--- src/hw/rtl/ycc2rgb_pkg.sv ---
package ycc2rgb_pkg;

  localparam int CoefFracBitsDef = 16;
  localparam int GainFracBits    = 16;

  localparam int PixW    = 8;
  localparam int ModeW   = 2;
  localparam int GainW   = 18;
  localparam int OffsW   = 18;
  localparam int PaddrW  = 5;
  localparam int PdataW  = 32;
  localparam int TermW   = 21;
  localparam int NumChan = 3;

  typedef logic [PaddrW-3:0] reg_idx_t;

  localparam reg_idx_t RegMode        = reg_idx_t'(0);
  localparam reg_idx_t RegLumaGain    = reg_idx_t'(1);
  localparam reg_idx_t RegRedOffset   = reg_idx_t'(2);
  localparam reg_idx_t RegGreenOffset = reg_idx_t'(3);
  localparam reg_idx_t RegBlueOffset  = reg_idx_t'(4);

  typedef enum logic [ModeW-1:0] {
    ModePlain     = 2'd0,
    ModeLumaGain  = 2'd1,
    ModePostGain  = 2'd2,
    ModeIntMatrix = 2'd3
  } mode_e;

  localparam logic [GainW-1:0] GainUnity = GainW'(1 << GainFracBits);

  // integer matrix coefficients
  localparam logic signed [TermW-1:0] KIntY  = 21'sd298;
  localparam logic signed [TermW-1:0] KIntRv = 21'sd409;
  localparam logic signed [TermW-1:0] KIntGu = 21'sd100;
  localparam logic signed [TermW-1:0] KIntGv = 21'sd208;
  localparam logic signed [TermW-1:0] KIntBu = 21'sd516;

  localparam int RndIntMatrix = (128 << GainFracBits) + (1 << (GainFracBits - 1));
  localparam int IntShift     = GainFracBits + 8;

  typedef struct packed {
    mode_e                   mode;
    logic [GainW-1:0]        luma_gain;
    logic signed [OffsW-1:0] red_offset;
    logic signed [OffsW-1:0] green_offset;
    logic signed [OffsW-1:0] blue_offset;
  } cfg_t;

endpackage

--- src/hw/rtl/ycc2rgb_regs.sv ---
module ycc2rgb_regs (
  input  logic                             clk_i,
  input  logic                             rst_ni,
  input  logic                             psel,
  input  logic                             penable,
  input  logic                             pwrite,
  input  logic [ycc2rgb_pkg::PaddrW-1:0]   paddr,
  input  logic [ycc2rgb_pkg::PdataW-1:0]   pwdata,
  output logic [ycc2rgb_pkg::PdataW-1:0]   prdata,
  output logic                             pready,
  output ycc2rgb_pkg::cfg_t                cfg_o
);
  import ycc2rgb_pkg::*;

  cfg_t     cfg_q, cfg_d;
  reg_idx_t idx;
  logic     wr_en;

  assign pready = 1'b1;
  assign idx    = paddr[PaddrW-1:2];
  assign wr_en  = psel && penable && pwrite && pready;

  always_comb begin
    cfg_d = cfg_q;
    if (wr_en) begin
      case (idx)
        RegMode:        cfg_d.mode         = mode_e'(pwdata[ModeW-1:0]);
        RegLumaGain:    cfg_d.luma_gain    = pwdata[GainW-1:0];
        RegRedOffset:   cfg_d.red_offset   = pwdata[OffsW-1:0];
        RegGreenOffset: cfg_d.green_offset = pwdata[OffsW-1:0];
        RegBlueOffset:  cfg_d.blue_offset  = pwdata[OffsW-1:0];
        default: ;
      endcase
    end
  end

  always_ff @(posedge clk_i or negedge rst_ni) begin
    if (!rst_ni) begin
      cfg_q.mode         <= ModePlain;
      cfg_q.luma_gain    <= GainUnity;
      cfg_q.red_offset   <= '0;
      cfg_q.green_offset <= '0;
      cfg_q.blue_offset  <= '0;
    end else begin
      cfg_q <= cfg_d;
    end
  end

  always_comb begin
    case (idx)
      RegMode:        prdata = {{(PdataW-ModeW){1'b0}}, cfg_q.mode};
      RegLumaGain:    prdata = {{(PdataW-GainW){1'b0}}, cfg_q.luma_gain};
      RegRedOffset:   prdata = {{(PdataW-OffsW){1'b0}}, cfg_q.red_offset};
      RegGreenOffset: prdata = {{(PdataW-OffsW){1'b0}}, cfg_q.green_offset};
      RegBlueOffset:  prdata = {{(PdataW-OffsW){1'b0}}, cfg_q.blue_offset};
      default:        prdata = '0;
    endcase
  end

  assign cfg_o = cfg_q;

  a_gain_write: assert property (@(posedge clk_i) disable iff (!rst_ni)
    wr_en && idx == RegLumaGain |=> cfg_q.luma_gain == $past(pwdata[GainW-1:0]))
    else $error("luma gain write not taken");

  a_mode_write: assert property (@(posedge clk_i) disable iff (!rst_ni)
    wr_en && idx == RegMode |=> cfg_q.mode == mode_e'($past(pwdata[ModeW-1:0])))
    else $error("mode write not taken");

endmodule

--- config.mk ---
export PLATFORM = sky130hd
export DESIGN_NAME = ycc2rgb_regs
export DESIGN_NICKNAME = d
export VERILOG_FILES = /design/src/hw/rtl/ycc2rgb_pkg.sv /design/src/hw/rtl/ycc2rgb_regs.sv
export SDC_FILE = /design/constraint.sdc
export NUM_CORES = 1
export LEC_CHECK = 0
export ABC_AREA = 1
export BUFFER_PORTS_ARGS = -buffer_cell sky130_fd_sc_hd__buf_2
export CAP_MARGIN = 30
export CORE_ASPECT_RATIO = 2
export CORE_MARGIN = 3
export CORE_UTILIZATION = 49
export DETAILED_ROUTE_END_ITERATION = 8
export HOLD_SLACK_MARGIN = 0.03
export PLACE_DENSITY = 0.8
export SLEW_MARGIN = 20
export SYNTH_ARGS = -nofsm -noshare
export SYNTH_HDL_FRONTEND = slang
export SYNTH_SLANG_ARGS = --single-unit
--- constraint.sdc ---
create_clock -name clk_i -period 1.35 [get_ports clk_i]
set_input_delay 0.2025 -clock clk_i [delete_from_list [all_inputs] [get_ports clk_i]]
set_output_delay 0.2025 -clock clk_i [all_outputs]
set_load 0.05 [all_outputs]
==> impl_metrics.env <==
export IMPL_antenna_found_initial=0
export IMPL_critPathMaxFanout=3
export IMPL_fin_nets=657
export IMPL_end_kind="output pin"
export IMPL_gp_congestion=0.862
export IMPL_core_area_um2=7430
export IMPL_clock_fmax_ghz=0.681
export IMPL_die_h_um=131
export IMPL_final_setup_viol_count=16
export IMPL_synthAdderAreaFrac_pct=0
export IMPL_critPathLaunchType="flip-flop"
export IMPL_p_per_area_nw_per_um2=1620
export IMPL_rows=44
export IMPL_ant_nets=0
export IMPL_ctsHtreeMaxLevel=3
export IMPL_post_place_cells=663
export IMPL_grt_pass1_vias=4036
export IMPL_synth_common_cells="nand2_1, o21ai_0, dfrtp_1, nand3_1, nand4_1"
export IMPL_grt_pass1_wl_um=20400
export IMPL_violations="setup timing"
export IMPL_clk_path_buf_depth=2
export IMPL_power_frac_clock_pct=25.5
export IMPL_total_power_mw=8.91
export IMPL_synth_compound_area_share_pct=9.72
export IMPL_yosysWarnings=0
export IMPL_port_buffers=117
export IMPL_grt_ovfl_total=0
export IMPL_synth_largest_area_cell="dfrtp_1"
export IMPL_worst_clock_skew_ps=0
export IMPL_hold_violations=0
export IMPL_cts_sinks=74
export IMPL_outcome="finished, violations left"
export IMPL_first_pass_iters=5
export IMPL_final_max_slew_viol_count=0
export IMPL_clk_pin_slew_ps=50
export IMPL_synth_area_leaders="dfrtp_1, nand2_1, o21ai_0"
export IMPL_max_cap_viol_count=0
export IMPL_io_pins=149
export IMPL_ys_seq_area_share_pct=48.7
export IMPL_die_width_um=68.3
export IMPL_drt_iter0_markers=444
export IMPL_wl_um=13800
export IMPL_cts_buffers=9
export IMPL_final_setup_worst_slack_ps=-119
export IMPL_area_delta_synth_final_pct=44.1
export IMPL_grt_use_met3_pct=4.53
export IMPL_timing_final_crit_period_ps=1470
export IMPL_grt_max_degree=50
export IMPL_p_int_mw=4.98
export IMPL_rsz0062_at_grt="true"
export IMPL_vias_per_cell=5.94
export IMPL_drc=0
export IMPL_synth_xor_area_share_pct=0
export IMPL_start_util_pct=51.2
export IMPL_synthArstFlopShare_pct=100
export IMPL_leakage_nw=2.95
export IMPL_drive_gt1_share_pct=41.0
export IMPL_largest_register_ffs=74
export IMPL_synth_cell_types=21
export IMPL_synth_seq_cells=74
export IMPL_synth_most_common_cell="nand2_1"
export IMPL_use_met2_pct=53.5
export IMPL_combPwrFrac_pct=40.4
export IMPL_grtUsageMet1_pct=34.5
export IMPL_cts_tree="built"
export IMPL_postSynthCellCount=458
export IMPL_num_antenna_cells=0
export IMPL_synth_edff_count=0
export IMPL_clk_latency_ps=330
export IMPL_yosys_area_share_simple_pct=33.1
export IMPL_cp_arrival_ps=1270
export IMPL_p_sw_share_pct=44.1
export IMPL_groute_usage_overall_pct=31.1
export IMPL_syn_cell_area_um2=3810
export IMPL_grt_busiest_layer="met2"
export IMPL_cts_root_buf="clkbuf_16"
export IMPL_critPathKind="flip-flop to output pin"
export IMPL_dp_hpwl_um=8430
export IMPL_synth_top_area_share_pct=48.0
export IMPL_synth_area_per_cell_um2=8.32
export IMPL_wl_per_cell_um=19.4
export IMPL_dieArea_um2=8930
export IMPL_period_share_pct=109
export IMPL_synthFlopType="dfrtp_1"
export IMPL_min_path_type="input port to flip-flop"
export IMPL_final_cells=712
export IMPL_synth_area_mux_share_pct=0
export IMPL_fin_tns_setup_ps=-598
export IMPL_power_frac_seq_pct=34.2
export IMPL_num_vias=4231
export IMPL_synth_top_family_by_area="simple AND/OR/NAND/NOR gates"
export IMPL_irDropWorstVdd_mv=0.973
export IMPL_required_ps=1150
export IMPL_power_switching_mw=3.93
## cells in the final DEF (no fill, tap or decap), types with 3 or more instances in the layout
cell type  synthesis  final
nand3_2            1     10
nand3_1           38     29
buf_6              7     20
nor2_4             3      3
dfrtp_1           73     51
buf_12             0     14
buf_2              6     95
conb_1             2     15
clkbuf_16          0     10
nand2_1          174    159
nand2_2            0     10
nor2_8             4      4
o21ai_0           74     74
buf_4             21     46
nand4_1           34     34
clkbuf_8           0      3
dfrtp_2            0     22
nand2_4            1      6
## power by group through the flow
| stage | sequential, mW | clock (mW) | combinational [mW] |
|---|---|---|---|
| 2_1_floorplan | 4.42 | 0 | 0.889 |
| 5_1_grt | 3.06 | 2.38 | 3.78 |
| 6_report | 3.04 | 2.27 | 3.60 |
| 3_5_place_dp | 3.05 | 0 | 3.15 |
| 3_3_place_gp | 3.03 | 0 | 3.11 |
| 4_1_cts | 2.99 | 2.27 | 3.48 |
## path summary, 6_finish.rpt
check                                       from                    end  slack, ps  cells after the start
setup / recovery           cfg_o[27]$_DFFE_PN0P_              prdata[9]       -120                      3
hold / removal                        pwdata[16]  cfg_o[70]$_DFFE_PN1P_        110                      3
setup reg to reg           cfg_o[71]$_DFFE_PN0P_  cfg_o[71]$_DFFE_PN0P_        370                      4
hold reg to reg            cfg_o[70]$_DFFE_PN1P_  cfg_o[70]$_DFFE_PN1P_        500                      2
max in group asynchronous                 rst_ni  cfg_o[70]$_DFFE_PN1P_        510                      3
min in group asynchronous                 rst_ni  cfg_o[45]$_DFFE_PN0P_        310                      2
## layout make-up
class | count | area, um2
fillers | 519 | 1950
flip-flops and latches | 74 | 1880
clock inverters | 2 | 10.0
clock buffers | 14 | 274
repair buffers | 179 | 1390
inverters | 1 | 16.3
well taps | 92 | 115
multi-input cells | 350 | 1800
## worst max-delay path, stage by stage, from the launching register on
cell	delay [ps]
dfrtp_2	420
nand4_1	120
nand4_1	180
buf_6	200
## metrics by stage
| stage | worst slack (ps) | cell area [um2] | hold slack [ps] | util, % |
|---|---|---|---|---|
| 6_report | -119 | 5490 | 109 | 73.8 |
| 5_1_grt | -121 | 5490 | 123 | 73.8 |
| 4_1_cts | -54.7 | 5290 | 99.2 | 71.2 |
| 3_5_place_dp | -143 | 4650 | 116 | 62.6 |
| 3_3_place_gp | -121 | 4650 | 109 | 62.6 |
| 2_1_floorplan | -144 | 3930 | -93.1 | - |
## routing by layer
| metal | vias to the layer above | share of wire [%] | wire (um) |
|---|---|---|---|
| met1 | 1987 | 32 | 4480 |
| met3 | 75 | 8.7 | 1200 |
| met4 | 0 | 5.2 | 722 |
| li1 | 1834 | - | - |
| met5 | - | 0 | 0 |
| met2 | 335 | 54 | 7430 |
## what timing repair did
item / in CTS / in global routing
buffers inserted: 23 / 10
gates cloned: 1 / 1
pin swaps: 13 / 21
gates resized for setup: 45 / 35
endpoints found under the hold margin: 20 / 0
endpoints found under the setup margin: 18 / 18
hold buffers: 1 / 0
## logic make-up after synthesis
| group | Yosys count |
|---|---|
| simple gates | 261 |
| other cells | 2 |
| compound gates | 74 |
| buf+inv | 47 |
| flops | 74 |
Power figures use the tool's default switching activity.
