File: config.mk
export PLATFORM = sky130hd
export DESIGN_NAME = ycc2rgb_front_flat
export DESIGN_NICKNAME = d
export VERILOG_FILES = /design/src/hw/rtl/ycc2rgb_pkg.sv /design/src/hw/rtl/ycc2rgb_if.sv /design/src/hw/rtl/ycc2rgb_front.sv /design/src/flat_wrapper.sv
export SDC_FILE = /design/constraint.sdc
export NUM_CORES = 2
export LEC_CHECK = 0
export ABC_AREA = 1
export ABC_CLOCK_PERIOD_IN_PS = 9710
export BUFFER_PORTS_ARGS = -buffer_cell sky130_fd_sc_hd__buf_2
export CORE_UTILIZATION = 51
export CTS_CLUSTER_SIZE = 40
export DETAILED_ROUTE_END_ITERATION = 10
export PLACE_DENSITY = 0.74
export SLEW_MARGIN = 20
export SYNTH_ARGS = -nofsm -noshare
export SYNTH_HDL_FRONTEND = slang
export SYNTH_SLANG_ARGS = --single-unit
File: constraint.sdc
create_clock -name clk_i -period 9.71 [get_ports clk_i]
set_input_delay 1.942 -clock clk_i [delete_from_list [all_inputs] [get_ports clk_i]]
set_output_delay 1.942 -clock clk_i [all_outputs]
set_load 0.005 [all_outputs]
File: src/hw/rtl/ycc2rgb_pkg.sv
package ycc2rgb_pkg;

  localparam int CoefFracBitsDef = 16;
  localparam int GainFracBits    = 16;

  localparam int PixW    = 8;
  localparam int ModeW   = 2;
  localparam int GainW   = 18;
  localparam int OffsW   = 18;
  localparam int PaddrW  = 5;
  localparam int PdataW  = 32;
  localparam int TermW   = 21;
  localparam int NumChan = 3;

  typedef logic [PaddrW-3:0] reg_idx_t;

  localparam reg_idx_t RegMode        = reg_idx_t'(0);
  localparam reg_idx_t RegLumaGain    = reg_idx_t'(1);
  localparam reg_idx_t RegRedOffset   = reg_idx_t'(2);
  localparam reg_idx_t RegGreenOffset = reg_idx_t'(3);
  localparam reg_idx_t RegBlueOffset  = reg_idx_t'(4);

  typedef enum logic [ModeW-1:0] {
    ModePlain     = 2'd0,
    ModeLumaGain  = 2'd1,
    ModePostGain  = 2'd2,
    ModeIntMatrix = 2'd3
  } mode_e;

  localparam logic [GainW-1:0] GainUnity = GainW'(1 << GainFracBits);

  // integer matrix coefficients
  localparam logic signed [TermW-1:0] KIntY  = 21'sd298;
  localparam logic signed [TermW-1:0] KIntRv = 21'sd409;
  localparam logic signed [TermW-1:0] KIntGu = 21'sd100;
  localparam logic signed [TermW-1:0] KIntGv = 21'sd208;
  localparam logic signed [TermW-1:0] KIntBu = 21'sd516;

  localparam int RndIntMatrix = (128 << GainFracBits) + (1 << (GainFracBits - 1));
  localparam int IntShift     = GainFracBits + 8;

  typedef struct packed {
    mode_e                   mode;
    logic [GainW-1:0]        luma_gain;
    logic signed [OffsW-1:0] red_offset;
    logic signed [OffsW-1:0] green_offset;
    logic signed [OffsW-1:0] blue_offset;
  } cfg_t;

endpackage

File: src/hw/rtl/ycc2rgb_if.sv
interface ycc2rgb_ycc_if;
  import ycc2rgb_pkg::*;

  logic            valid;
  logic            ready;
  logic [PixW-1:0] luma;
  logic [PixW-1:0] chroma_blue;
  logic [PixW-1:0] chroma_red;

  modport source (output valid, output luma, output chroma_blue, output chroma_red,
                  input ready);
  modport sink (input valid, input luma, input chroma_blue, input chroma_red,
                output ready);
endinterface


File: src/hw/rtl/ycc2rgb_front.sv
module ycc2rgb_front #(
  parameter int CoefFracBits = ycc2rgb_pkg::CoefFracBitsDef
) (
  input  logic                        clk_i,
  input  logic                        rst_ni,
  input  ycc2rgb_pkg::cfg_t           cfg_i,
  ycc2rgb_ycc_if.sink                 ycc_i,
  output logic                        valid_o,
  input  logic                        ready_i,
  output logic signed [CoefFracBits+30:0] acc_o [3]
);
  import ycc2rgb_pkg::*;

  localparam int F    = CoefFracBits;
  localparam int KW   = F + 2;
  localparam int MW   = KW + 9;
  localparam int AccW = F + 31;
  localparam int YgW  = PixW + GainW;

  localparam longint KRv = (longint'(1402)  * (longint'(1) << F) + 500)   / 1000;
  localparam longint KGu = (longint'(34414) * (longint'(1) << F) + 50000) / 100000;
  localparam longint KGv = (longint'(71414) * (longint'(1) << F) + 50000) / 100000;
  localparam longint KBu = (longint'(1772)  * (longint'(1) << F) + 500)   / 1000;

  localparam logic signed [MW-1:0] KRvC = MW'(KRv);
  localparam logic signed [MW-1:0] KGuC = MW'(KGu);
  localparam logic signed [MW-1:0] KGvC = MW'(KGv);
  localparam logic signed [MW-1:0] KBuC = MW'(KBu);

  logic                    rdy1, rdy2;
  logic                    v1_q, v2_q;
  logic signed [8:0]       u, v;
  logic signed [MW-1:0]    u_ext, v_ext;
  logic [GainW-1:0]        gain_eff;
  logic signed [TermW-1:0] y_t, cb_t, cr_t;
  logic signed [MW-1:0]    m_d  [NumChan];
  logic signed [MW-1:0]    m1_q [NumChan];
  logic signed [TermW-1:0] t_d  [NumChan];
  logic signed [TermW-1:0] t1_q [NumChan];
  logic [YgW-1:0]          yg_d, yg1_q;
  logic [PixW-1:0]         y1_q;
  logic signed [AccW-1:0]  yg_ext, ys_ext;
  logic signed [AccW-1:0]  acc_d  [NumChan];
  logic signed [AccW-1:0]  acc2_q [NumChan];

  assign rdy2        = !v2_q || ready_i;
  assign rdy1        = !v1_q || rdy2;
  assign ycc_i.ready = rdy1;

  // stage 1: matrix products and luma gain
  assign u        = $signed({1'b0, ycc_i.chroma_blue}) - 9'sd128;
  assign v        = $signed({1'b0, ycc_i.chroma_red}) - 9'sd128;
  assign u_ext    = MW'(u);
  assign v_ext    = MW'(v);
  assign gain_eff = (cfg_i.mode == ModeLumaGain) ? cfg_i.luma_gain : GainUnity;
  assign yg_d     = YgW'(ycc_i.luma) * YgW'(gain_eff);
  assign y_t      = TermW'({1'b0, ycc_i.luma});
  assign cb_t     = TermW'({1'b0, ycc_i.chroma_blue});
  assign cr_t     = TermW'({1'b0, ycc_i.chroma_red});

  always_comb begin
    m_d[0] = KRvC * v_ext;
    m_d[1] = -(KGuC * u_ext) - (KGvC * v_ext);
    m_d[2] = KBuC * u_ext;
    t_d[0] = KIntY * y_t + KIntRv * cr_t + TermW'($signed(cfg_i.red_offset));
    t_d[1] = KIntY * y_t - KIntGu * cb_t - KIntGv * cr_t
           + TermW'($signed(cfg_i.green_offset));
    t_d[2] = KIntY * y_t + KIntBu * cb_t + TermW'($signed(cfg_i.blue_offset));
  end

  always_ff @(posedge clk_i or negedge rst_ni) begin
    if (!rst_ni) begin
      v1_q <= 1'b0;
      v2_q <= 1'b0;
    end else begin
      if (rdy1) begin
        v1_q <= ycc_i.valid;
      end
      if (rdy2) begin
        v2_q <= v1_q;
      end
    end
  end

  always_ff @(posedge clk_i) begin
    if (ycc_i.valid && rdy1) begin
      y1_q  <= ycc_i.luma;
      yg1_q <= yg_d;
      m1_q  <= m_d;
      t1_q  <= t_d;
    end
  end

  // stage 2: per-channel operand for the gain stage
  assign yg_ext = AccW'(yg1_q);
  assign ys_ext = AccW'(y1_q);

  always_comb begin
    for (int c = 0; c < NumChan; c++) begin
      case (cfg_i.mode)
        ModePlain, ModeLumaGain:
          acc_d[c] = (yg_ext <<< F) + (AccW'(m1_q[c]) <<< GainFracBits);
        ModePostGain:
          acc_d[c] = (ys_ext <<< F) + AccW'(m1_q[c]);
        ModeIntMatrix:
          acc_d[c] = AccW'(t1_q[c]);
        default:
          acc_d[c] = '0;
      endcase
    end
  end

  always_ff @(posedge clk_i) begin
    if (v1_q && rdy2) begin
      acc2_q <= acc_d;
    end
  end

  assign valid_o = v2_q;
  assign acc_o   = acc2_q;

  a_stage2_hold: assert property (@(posedge clk_i) disable iff (!rst_ni)
    v2_q && !ready_i |=> v2_q && $stable(acc2_q[0]) && $stable(acc2_q[2]))
    else $error("stage 2 item lost while stalled");

endmodule

File: src/flat_wrapper.sv
// flat-port wrapper written by rule: the top's interface ports become plain ports
module ycc2rgb_front_flat import ycc2rgb_pkg::*;
#(
  parameter int CoefFracBits = ycc2rgb_pkg::CoefFracBitsDef
)
  (clk_i, rst_ni, cfg_i, valid_o, ready_i, acc_o, ycc_i_valid, ycc_i_luma, ycc_i_chroma_blue, ycc_i_chroma_red, ycc_i_ready);
  ycc2rgb_ycc_if ycc_i_i ();
  input  logic clk_i;
  input  logic rst_ni;
  input  ycc2rgb_pkg::cfg_t cfg_i;
  output logic valid_o;
  input  logic ready_i;
  output logic signed [CoefFracBits+30:0] acc_o[3];
  input wire logic [$bits(ycc_i_i.valid)-1:0] ycc_i_valid;
  input wire logic [$bits(ycc_i_i.luma)-1:0] ycc_i_luma;
  input wire logic [$bits(ycc_i_i.chroma_blue)-1:0] ycc_i_chroma_blue;
  input wire logic [$bits(ycc_i_i.chroma_red)-1:0] ycc_i_chroma_red;
  output wire logic [$bits(ycc_i_i.ready)-1:0] ycc_i_ready;
  assign ycc_i_i.valid = ycc_i_valid;
  assign ycc_i_i.luma = ycc_i_luma;
  assign ycc_i_i.chroma_blue = ycc_i_chroma_blue;
  assign ycc_i_i.chroma_red = ycc_i_chroma_red;
  assign ycc_i_ready = ycc_i_i.ready;
  ycc2rgb_front #(.CoefFracBits(CoefFracBits)) u_core (.clk_i(clk_i), .rst_ni(rst_ni), .cfg_i(cfg_i), .ycc_i(ycc_i_i), .valid_o(valid_o), .ready_i(ready_i), .acc_o(acc_o));
endmodule
==> impl_metrics.env <==
export IMPL_design_core_area_mm2=0.0790
export IMPL_synth_edff_count=308
export IMPL_ys_warn_count=0
export IMPL_synth_area_mm2=0.0408
export IMPL_p_int_mw=7.02
export IMPL_syn_area_per_cell_um2=7.79
export IMPL_synth_nets=6250
export IMPL_status="completed"
export IMPL_setup_viol_count_final=0
export IMPL_clock_latency_ps=610
export IMPL_cp_data_arrival_time_ps=8520
export IMPL_seqPwrFrac=0.179
export IMPL_hold_violations=0
export IMPL_nFillCells=7345
export IMPL_dieHeight_um=285
export IMPL_die_w_um=285
export IMPL_grt_usage=0.313
export IMPL_clock_fmax_mhz=124
export IMPL_cp_max_fo=21
export IMPL_die_area_mm2=0.0811
export IMPL_rsz0062_at_grt="no"
export IMPL_gp_congestion=1.05
export IMPL_worstSetupStartpointType="primary input"
export IMPL_worstMarginPinSlew_ps=951
export IMPL_synth_ff_type="edfxtp_1"
export IMPL_cts_tree="built"
export IMPL_htree_levels=1
export IMPL_io_pins=245
export IMPL_whs_ps=520
export IMPL_num_rows=103
export IMPL_min_period_over_period=0.834
export IMPL_vias_per_cell=5.54
export IMPL_grt_pass1_vias=34148
export IMPL_synth_cell_types=45
export IMPL_cp_required_ps=10140
export IMPL_area_delta_synth_final_pct=8.43
export IMPL_drt_wl_total_mm=129
export IMPL_synth_seq_cells=310
export IMPL_nNetsFinal=6491
export IMPL_cts_buffers=31
export IMPL_antenna_left=0
export IMPL_leakage_nw=23.8
export IMPL_ys_seq_area_frac=0.228
export IMPL_clk_pin_slew_worst_paths_ps=70
export IMPL_hp_class="flop to flop"
export IMPL_vdd_drop_max_mv=0.346
export IMPL_syn_inst=5235
export IMPL_postCtsSetupBuffers=0
export IMPL_grt_pass1_wl_mm=196
export IMPL_p_sw_mw=8.51
export IMPL_max_cap_viol_count=0
export IMPL_clockRootBuffer="clkbuf_16"
export IMPL_grt_max_degree=76
export IMPL_io_buffers=244
export IMPL_setup_tns_ps=0
export IMPL_detail_route_wl_per_cell_um=19.7
export IMPL_vias=36325
export IMPL_fin_crit_ps=8090
export IMPL_grt_overflow_total=0
export IMPL_powerDensity_mw_per_mm2=351
export IMPL_cts_resized=0
export IMPL_slew_limit_headroom=0.364
export IMPL_hpwlAfterDp_mm=110
export IMPL_p_clk_frac=0.081
export IMPL_drive_above_1_share=0.0606
export IMPL_start_util=0.516
export IMPL_comb_power_share=0.741
export IMPL_crit_type="primary input to flop"
export IMPL_end_kind="flop"
export IMPL_antenna_found_initial=4
export IMPL_fin_worst_skew_ps=19.7
export IMPL_drt_pass1_iter_count=8
export IMPL_drc=0
export IMPL_cts_sinks=310
export IMPL_cts_hold_buf=0
export IMPL_maxSlewViolCount=0
export IMPL_async_flop_share=0.00645
export IMPL_cts_max_path_buffers=3
export IMPL_netSwitchingFraction=0.548
export IMPL_drtIter0Drc=3759
export IMPL_utilization=0.560
==> area by class of cell <==
class	count	area, µm²	share of cell area
diodes	4	10.0	0.000226
clock buffers	34	787	0.0178
clock inverters	20	250	0.00566
inverters	972	3650	0.0826
multi-input cells	3903	27600	0.624
flip-flops and latches	310	9300	0.210
well taps	1050	1310	0.0297
repair buffers	258	1330	0.0300
==> cells in the mapped netlist (3+ instances only) <==
cell	number	area, µm²
nand2_1	1376	5160
inv_1	969	3640
ha_1	631	7900
nor2_1	383	1440
edfxtp_1	308	9250
nand3_1	307	1540
a21oi_1	290	1450
fa_1	282	5650
o21ai_0	161	806
xor2_1	124	1090
nand4_1	57	357
xnor2_1	48	420
a22o_1	43	377
nor3_1	37	185
nand3b_1	25	188
a21o_1	24	180
clkbuf_1	20	75.1
o21bai_1	20	150
or2_2	14	87.6
o211ai_1	11	82.6
a21boi_0	10	75.1
a31oi_1	10	62.6
buf_4	10	75.1
nor4_1	10	62.6
buf_1	9	33.8
buf_2	8	40.0
o21a_1	8	60.1
o21ai_1	7	35.0
and2_1	6	37.5
a211oi_1	4	30.0
o21ai_2	4	35.0
inv_2	3	11.3
==> worst paths after layout <==
kind / startpoint / endpoint / slack, ps / depth (start not counted)
max in group asynchronous: rst_ni / u_core.v1_q / 8510 / 1
max: ycc_i_luma[7] / u_core.t1_q[41] / 1620 / 22
min in group asynchronous: rst_ni / u_core.valid_o / 1110 / 1
min reg2reg: u_core.v1_q / u_core.valid_o / 520 / 2
min: u_core.v1_q / u_core.valid_o / 520 / 2
max reg2reg: u_core.yg1_q[1] / u_core.acc_o[76] / 7010 / 13
==> metrics by stage <==
| stage | cell area [µm²] | std cells | setup slack [ps] | power, mW |
|---|---|---|---|---|
| 4_1_cts | 44200 | 6547 | 1730 | 15.2 |
| 6_report | 44200 | 6551 | 1620 | 15.5 |
| 5_1_grt | 44200 | 6547 | 1430 | 16.8 |
| 3_3_place_gp | 43200 | 6493 | 1220 | 13.8 |
| 2_1_floorplan | 40800 | 5235 | 711 | 10.5 |
| 3_5_place_dp | 43200 | 6493 | 1140 | 13.9 |
==> worst max-delay path, stage by stage <==
cell,delay [ps]
buf_2,460
ha_1,320
fa_1,450
fa_1,510
fa_1,430
ha_1,390
nand2_1,110
inv_1,80
nand2_1,50
nand2_1,70
xor2_1,700
inv_1,370
fa_1,620
inv_1,50
fa_1,520
inv_1,50
ha_1,370
a21oi_1,240
o21ai_0,180
a21oi_1,210
nand2_1,120
a21boi_0,230
==> layer usage <==
layer  GRT usage  wire, µm  share of wire  vias up
met1       0.447     56100           0.44    16992
li1            -         -              -    17418
met2       0.488     55700           0.43     1680
met4       0.119      5560          0.043        0
met3      0.0358     11600          0.090      235
met5           0         0              0        -
==> layout by cell type, fill, tap and decap left out, drive strengths merged, types with 34 or more instances in the layout <==
cell type	count
nand2	1376
inv	974
ha	631
nor2	386
edfxtp	308
nand3	307
a21oi	290
fa	282
buf	258
o21ai	172
xor2	125
nand4	57
xnor2	48
a22o	43
nor3	37
clkbuf	34
==> power by group through the flow <==
| stage | combinational [mW] | sequential, mW | clock, mW |
|---|---|---|---|
| after floorplan | 7.94 | 2.58 | 0 |
| after global placement | 11.0 | 2.77 | 0 |
| after detailed placement | 11.1 | 2.77 | 0 |
| after CTS | 11.2 | 2.75 | 1.27 |
| after global routing | 12.7 | 2.78 | 1.31 |
| final | 11.5 | 2.77 | 1.26 |
==> state kept, by name (all words and copies together), names as in the netlist <==
signal,flops
u_core.acc_o,132
u_core.yg1_q,26
u_core.v1_q,1
u_core.m1_q,79
u_core.y1_q,8
u_core.valid_o,1
u_core.t1_q,63
==> cell families (layout without fill, tap and decap cells) <==
group                    Yosys count  count (layout)  share of synthesized area
flip-flops                       310             310                      0.228
adder cells (fa/ha/maj)          913             913                      0.332
AO/OA/AOI/OAI                    598             598                     0.0835
XOR/XNOR                         173             173                     0.0373
buffers and inverters           1022            1284                     0.0960
other                              0               4                          0
AND/OR/NAND/NOR                 2219            2219                      0.223
Power figures use the tool's default switching activity.
